## config.mk

```make
export PLATFORM = sky130hd
export DESIGN_NAME = bcm_front
export DESIGN_NICKNAME = d
export VERILOG_FILES = /design/src/design/bcm_pkg.sv /design/src/design/bcm_front.sv
export SDC_FILE = /design/constraint.sdc
export NUM_CORES = 1
export LEC_CHECK = 0
export ABC_AREA = 1
export BUFFER_PORTS_ARGS = -buffer_cell sky130_fd_sc_hd__buf_2
export CAP_MARGIN = 20
export CORE_ASPECT_RATIO = 0.9
export CORE_MARGIN = 2
export CORE_UTILIZATION = 30
export DETAILED_ROUTE_END_ITERATION = 6
export GPL_ROUTABILITY_DRIVEN = 0
export PLACE_DENSITY = 0.59
export SYNTH_ARGS = -nofsm -noshare
export SYNTH_HDL_FRONTEND = slang
export SYNTH_SLANG_ARGS = --single-unit
```

## constraint.sdc

```tcl
create_clock -name i_clk -period 4.4 [get_ports i_clk]
set_input_delay 0.88 -clock i_clk [delete_from_list [all_inputs] [get_ports i_clk]]
set_output_delay 0.88 -clock i_clk [all_outputs]
set_load 0.02 [all_outputs]
```

## src/design/bcm_pkg.sv

```systemverilog
// Shared widths, constants and the queued query word type.
`default_nettype none
package bcm_pkg;
    localparam int MW = 30;          // result value width
    localparam int NW = 20;          // argument width
    localparam int MM_LAT = 5;       // modular multiplier latency
    localparam int FQ_DEPTH = 4;     // front queue depth
    localparam int FQ_AW = 2;

    // classified query word
    typedef struct packed {
        logic          ok;       // 0 <= n < TABLE_SIZE
        logic          kv;       // 0 <= k <= n
        logic [NW-1:0] n_addr;
        logic [NW-1:0] d_addr;
        logic [NW-1:0] k_addr;
    } t_query;
endpackage
`default_nettype wire

```

## src/design/bcm_front.sv

```systemverilog
// Front end: accepts queries, classifies them and queues the words.
`default_nettype none
module bcm_front #(
    parameter int TABLE_SIZE = 4096
) (
    input  wire logic                  i_clk,
    input  wire logic                  i_rst_n,
    input  wire logic                  i_tables_ready,
    input  wire logic                  i_valid,
    output logic                       o_ready,
    input  wire logic [bcm_pkg::NW-1:0] i_n_value,
    input  wire logic [bcm_pkg::NW-1:0] i_k_value,
    output logic                       o_q_valid,
    output bcm_pkg::t_query            o_q,
    input  wire logic                  i_pop
);
    import bcm_pkg::*;

    t_query          r_fifo [FQ_DEPTH];
    logic [FQ_AW-1:0] r_wp, r_rp;
    logic [FQ_AW:0]   r_cnt;
    t_query          cls;
    logic            push, pop, ok, kv;
    logic [NW-1:0]   d;

    // classify
    always_comb begin
        ok = !i_n_value[NW-1] && (i_n_value < NW'(TABLE_SIZE));
        kv = !i_k_value[NW-1] && ($signed(i_k_value) <= $signed(i_n_value));
        d  = i_n_value - i_k_value;
        cls.ok     = ok;
        cls.kv     = kv;
        cls.n_addr = ok ? i_n_value : '0;
        cls.d_addr = (ok && kv) ? d : '0;
        cls.k_addr = (ok && kv) ? i_k_value : '0;
    end

    assign o_ready   = i_tables_ready && (r_cnt != (FQ_AW+1)'(FQ_DEPTH));
    assign push      = i_valid && o_ready;
    assign o_q_valid = (r_cnt != '0);
    assign pop       = i_pop && o_q_valid;
    assign o_q       = r_fifo[r_rp];

    // queue pointers
    always_ff @(posedge i_clk) begin
        if (!i_rst_n) begin
            r_wp  <= '0;
            r_rp  <= '0;
            r_cnt <= '0;
        end else begin
            if (push) r_wp <= r_wp + FQ_AW'(1);
            if (pop)  r_rp <= r_rp + FQ_AW'(1);
            r_cnt <= r_cnt + (FQ_AW+1)'(push) - (FQ_AW+1)'(pop);
        end
    end

    always_ff @(posedge i_clk) begin
        if (push) r_fifo[r_wp] <= cls;
    end
endmodule
`default_nettype wire

```

## Yosys cells after proc, flatten, opt, wreduce, memory -nomap -nowiden

Memories as Yosys holds them, arrays and structs flattened. A register that Yosys moved wholly into a read port is not among the register bits.
Index checks and enable logic that the tools add are counted.

- Reductions and logical operators: 9
- Bitwise logic cells: 0
- $lt $le $gt $ge: 2
- Div/mod/pow operators: 0
- Shifts and indexed selects: 0
- Add/subtract/negate cells: 5
- Multipliers: 0
- Mux-type cells: 7
- Eq/ne operators: 1

Operators by type and width:

| cell | count |
|---|---|
| $mux W20 | 3 |
| $le A20 B20 Y1 | 1 |
| $lt A20 B13 Y1 const B | 1 |
| $sub A20 B20 Y20 | 1 |
| $logic_and A1 B1 Y1 | 6 |
| $add A2 B1 Y2 const B | 2 |
| $mux W2 | 2 |
| $add A3 B1 Y3 | 1 |
| $ne A3 B3 Y1 const B | 1 |
| $reduce_bool A3 Y1 | 1 |
| $sub A3 B1 Y3 | 1 |
| $logic_not A1 Y1 | 2 |
| $mux W1 | 2 |

- ROM bits: 0
- Output and inout bits: 64
- Memories kept: 1
- Register bits after elaboration: 7
- Memory bits (writable): 248
- Latch bits: 0

Memory list:

| name | depth | width | read ports | clocked after memory_dff | wr ports | line | text |
|---|---|---|---|---|---|---|---|
| r_fifo | 4 | 62 | 1 | 1 | 1 | bcm_front.sv:19 | `t_query r_fifo [FQ_DEPTH];` |

## Depth between registers and ports, before layout

- Depth in word-level cells: 5
- Mapped depth: 17

## Worst setup path before layout

OpenSTA, ideal clock, no wires.

- Kind: in2reg
- Start: input i_tables_ready
- End: memory r_fifo[0][0] (netlist name) (enable)
- Path buffers: 0
- Arrival time: 4260 ps
- Stages: 4
- Slack: -343 ps
- Setup time: 483 ps
- Cells stage by stage: inv_1 > a31oi_1 > nand2_1 > nor2_1

- Cells in the longest elaborated chain, start to end: 4

RTL lines:

| what | line | text |
|---|---|---|
| from (decl) | bcm_front.sv:8 | `input wire logic i_tables_ready,` |
| $logic_and A1 B1 Y1 | bcm_front.sv:38 | `assign o_ready = i_tables_ready && (r_cnt != (FQ_AW+1)'(FQ_DEPTH));` |
| named net o_ready | bcm_front.sv:10 | `output logic o_ready,` |
| $logic_and A1 B1 Y1 | bcm_front.sv:39 | `assign push = i_valid && o_ready;` |
| $mux W1 | bcm_front.sv:58 | `if (push) r_fifo[r_wp] <= cls;` |
| $mux W1 (not written as such) | bcm_front.sv:58 |  |
| to (decl) | bcm_front.sv:19 |  |

The timed path passes the listed nets, and every way through them passes these cells.

==> flow_summary.ini <==
[cts]
root_buffer = clkbuf_16
cts-htree-levels = 1
cts_resized = 0
cts_tree = yes
cts_hold_buffers = 0
path_clk_slew_ns = 0.06
cts_sinks = 257
cts_buffers = 29
clk-insertion-delay-late_ns = 0.54
cts_setup_buffers = 0
cts.path.max_buffers = 3

[power]
peakVddDrop_mv = 0.238
p_leak_nw = 5.47
p_per_area_mw_per_mm2 = 504

[sta]
final-setup-viol-count = 0
tightest_slew_ns = 0.924
fin_setup_tns_ns = 0
rsz0062_at_grt = no
maxSlewHeadroom_pct = 38.4
fin_skew_ns = 0.0144
fin_crit_ns = 3.38
final-hold-violation-count = 0
fmax_ghz = 0.296
whs_ns = 0.469
maxSlewViolCount = 0
fin_crit_sh_pct = 76.8
fin_ws_ns = 1.02

[setup_path]
path_class = flop to primary output
reg2reg_depth = 11
cp.required_ns = 3.52
cp-start-kind = flop
crit_path_end_kind = primary output
worstReg2RegStart = r_cnt[1]
crit_arrival_ns = 2.50
crit_fanout = 43
r2r-end = r_cnt[2]
r2r_slack_ns = 1.93

[cells_and_area]
layout-drive-gt1-share_pct = 15.4
final_cells = 1680
diodes = 0
nNetsFinal = 1263
final_common_cell = edfxtp_1
area.growth.synth_to_final_pct = 19.0
layout_common_cells = edfxtp_1 (248), nor2_1 (193), o21ai_0 (137), buf_2 (108), inv_1 (98)

[synthesis]
avgSynthCellArea_um2 = 11.3
syn_area_mm2 = 0.0116
yosysUniqueCellTypes = 31
synth_async_sr_flop_share_pct = 0
ys_seq_area_share_pct = 65.9
synth-edff-count = 248
syn-instance-count = 1026
ys_ff_latch = 257
ys_warn_count = 0
ys.flop_type = edfxtp_1

[worst_hold_path]
hp-start = r_rp[1]
min_path_cells = 2
holdCritPathClass = flop to flop

[run]
maxCapViolCount = 0

[floorplanning]
fp.dieH_um = 190
rows = 68
ios = 109
start_util_pct = 30.3
die-area_mm2 = 0.0402
die_x_um = 211
core_mm2 = 0.0382

[outcome]
status = finished, final reports clean

[routing]
wl_per_cell_um = 17.6
wirelength_mm = 29.5
dr.pass1.iters = 5
vias = 7869
drc = 0
drt_iter0_markers = 633
viasPerCell = 4.68
drtAntennaViolNets = 0

[global_route]
grt.total_usage_pct = 14.6
grt_max_degree = 123
grt_pass1_wl_mm = 44.7
overflow = 0
antenna_found_initial = 2
grt_pass1_vias = 7357

[place]
placedCellCount = 1630
hpwl_mm = 19.8
io_buffer_count = 108
dp_worst_setup_slack_ns = 1.13
[final cells by class]
cell class / count / area [um2]
sequential: 257 / 7630
fill: 3758 / 24400
timing repair buffer: 124 / 736
inverter: 99 / 373
clock buffer: 38 / 759
clock inverter: 12 / 120
tap: 490 / 613
multi-input combinational: 660 / 3540
[cells in the mapped netlist, drive strengths merged (2+ instances only)]
cell	number	area [um2]
nand4	4	25.0
nor2	210	871
a21o	2	15.0
nand2	91	342
a21oi	30	150
nand3	11	60.1
inv	99	372
ha	45	563
o21ai	137	686
nor3	2	10.0
xnor2	7	61.3
o21bai	3	22.5
fa	2	40.0
edfxtp	248	7450
o22ai	62	388
xor2	9	78.8
clkbuf	41	154
nor4	2	12.5
buf	4	41.3
nand3b	3	22.5
dfxtp	9	180
[critical path: stages (launching register included)]
cell and delay (ns):
dfxtp_2 0.59, inv_1 0.20, buf_4 0.42, o21ai_0 0.16, o22ai_1 0.29, buf_2 0.23
[metal layers]
layer | vias to the layer above | share of wire, % | global-route usage, % | wire length (um)
li1 | 3829 | - | - | -
met1 | 3772 | 45 | 20.5 | 13300
met2 | 230 | 47 | 23.7 | 13800
met3 | 36 | 6.4 | 2.72 | 1880
met4 | 2 | 1.5 | 2.57 | 447
met5 | - | 0.034 | 0 | 10
[power breakdown]
part / switching, mW / internal [mW] / total (mW)
logic: 1.30 / 0.536 / 1.84
clock network: 0.922 / 1.32 / 2.25
registers: 0.0604 / 2.80 / 2.86
[per-stage QoR]
stage	total power, mW	instance area, um2	util (%)
after detailed placement	4.80	12900	33.8
final	6.95	13800	36.1
after CTS	7.05	13800	36.1
after global placement	4.78	12900	33.8
after global routing	7.31	13800	36.1
after floorplan	4.09	11700	-
[cell families (layout without fill, tap and decap cells)]
| group | after synthesis | after routing | synth area share (%) |
|---|---|---|---|
| flops | 257 | 257 | 65.9 |
| compound gates | 237 | 237 | 11.1 |
| simple gates | 324 | 324 | 11.7 |
| other cells | 1 | 36 | 0.0324 |
| buf+inv | 144 | 273 | 4.90 |
| xor+xnor | 16 | 16 | 1.21 |
| fa+ha+maj | 47 | 47 | 5.21 |
[flip-flops by register name (all words and copies together), names as in the netlist, named ones only]
signal  cells
r_cnt       3
r_fifo    248
r_rp        2
r_wp        2
[worst max path at each step]
stage / start / endpoint
finish: flop / o_q[32]
global route: flop / o_q[32]
global placement: i_n_value[7] / r_fifo[2][27]
floorplan: i_tables_ready / r_fifo[0][0]
CTS: flop / o_q[48]
detailed placement: i_n_value[7] / r_fifo[1][27]
Power figures use the tool's default switching activity.
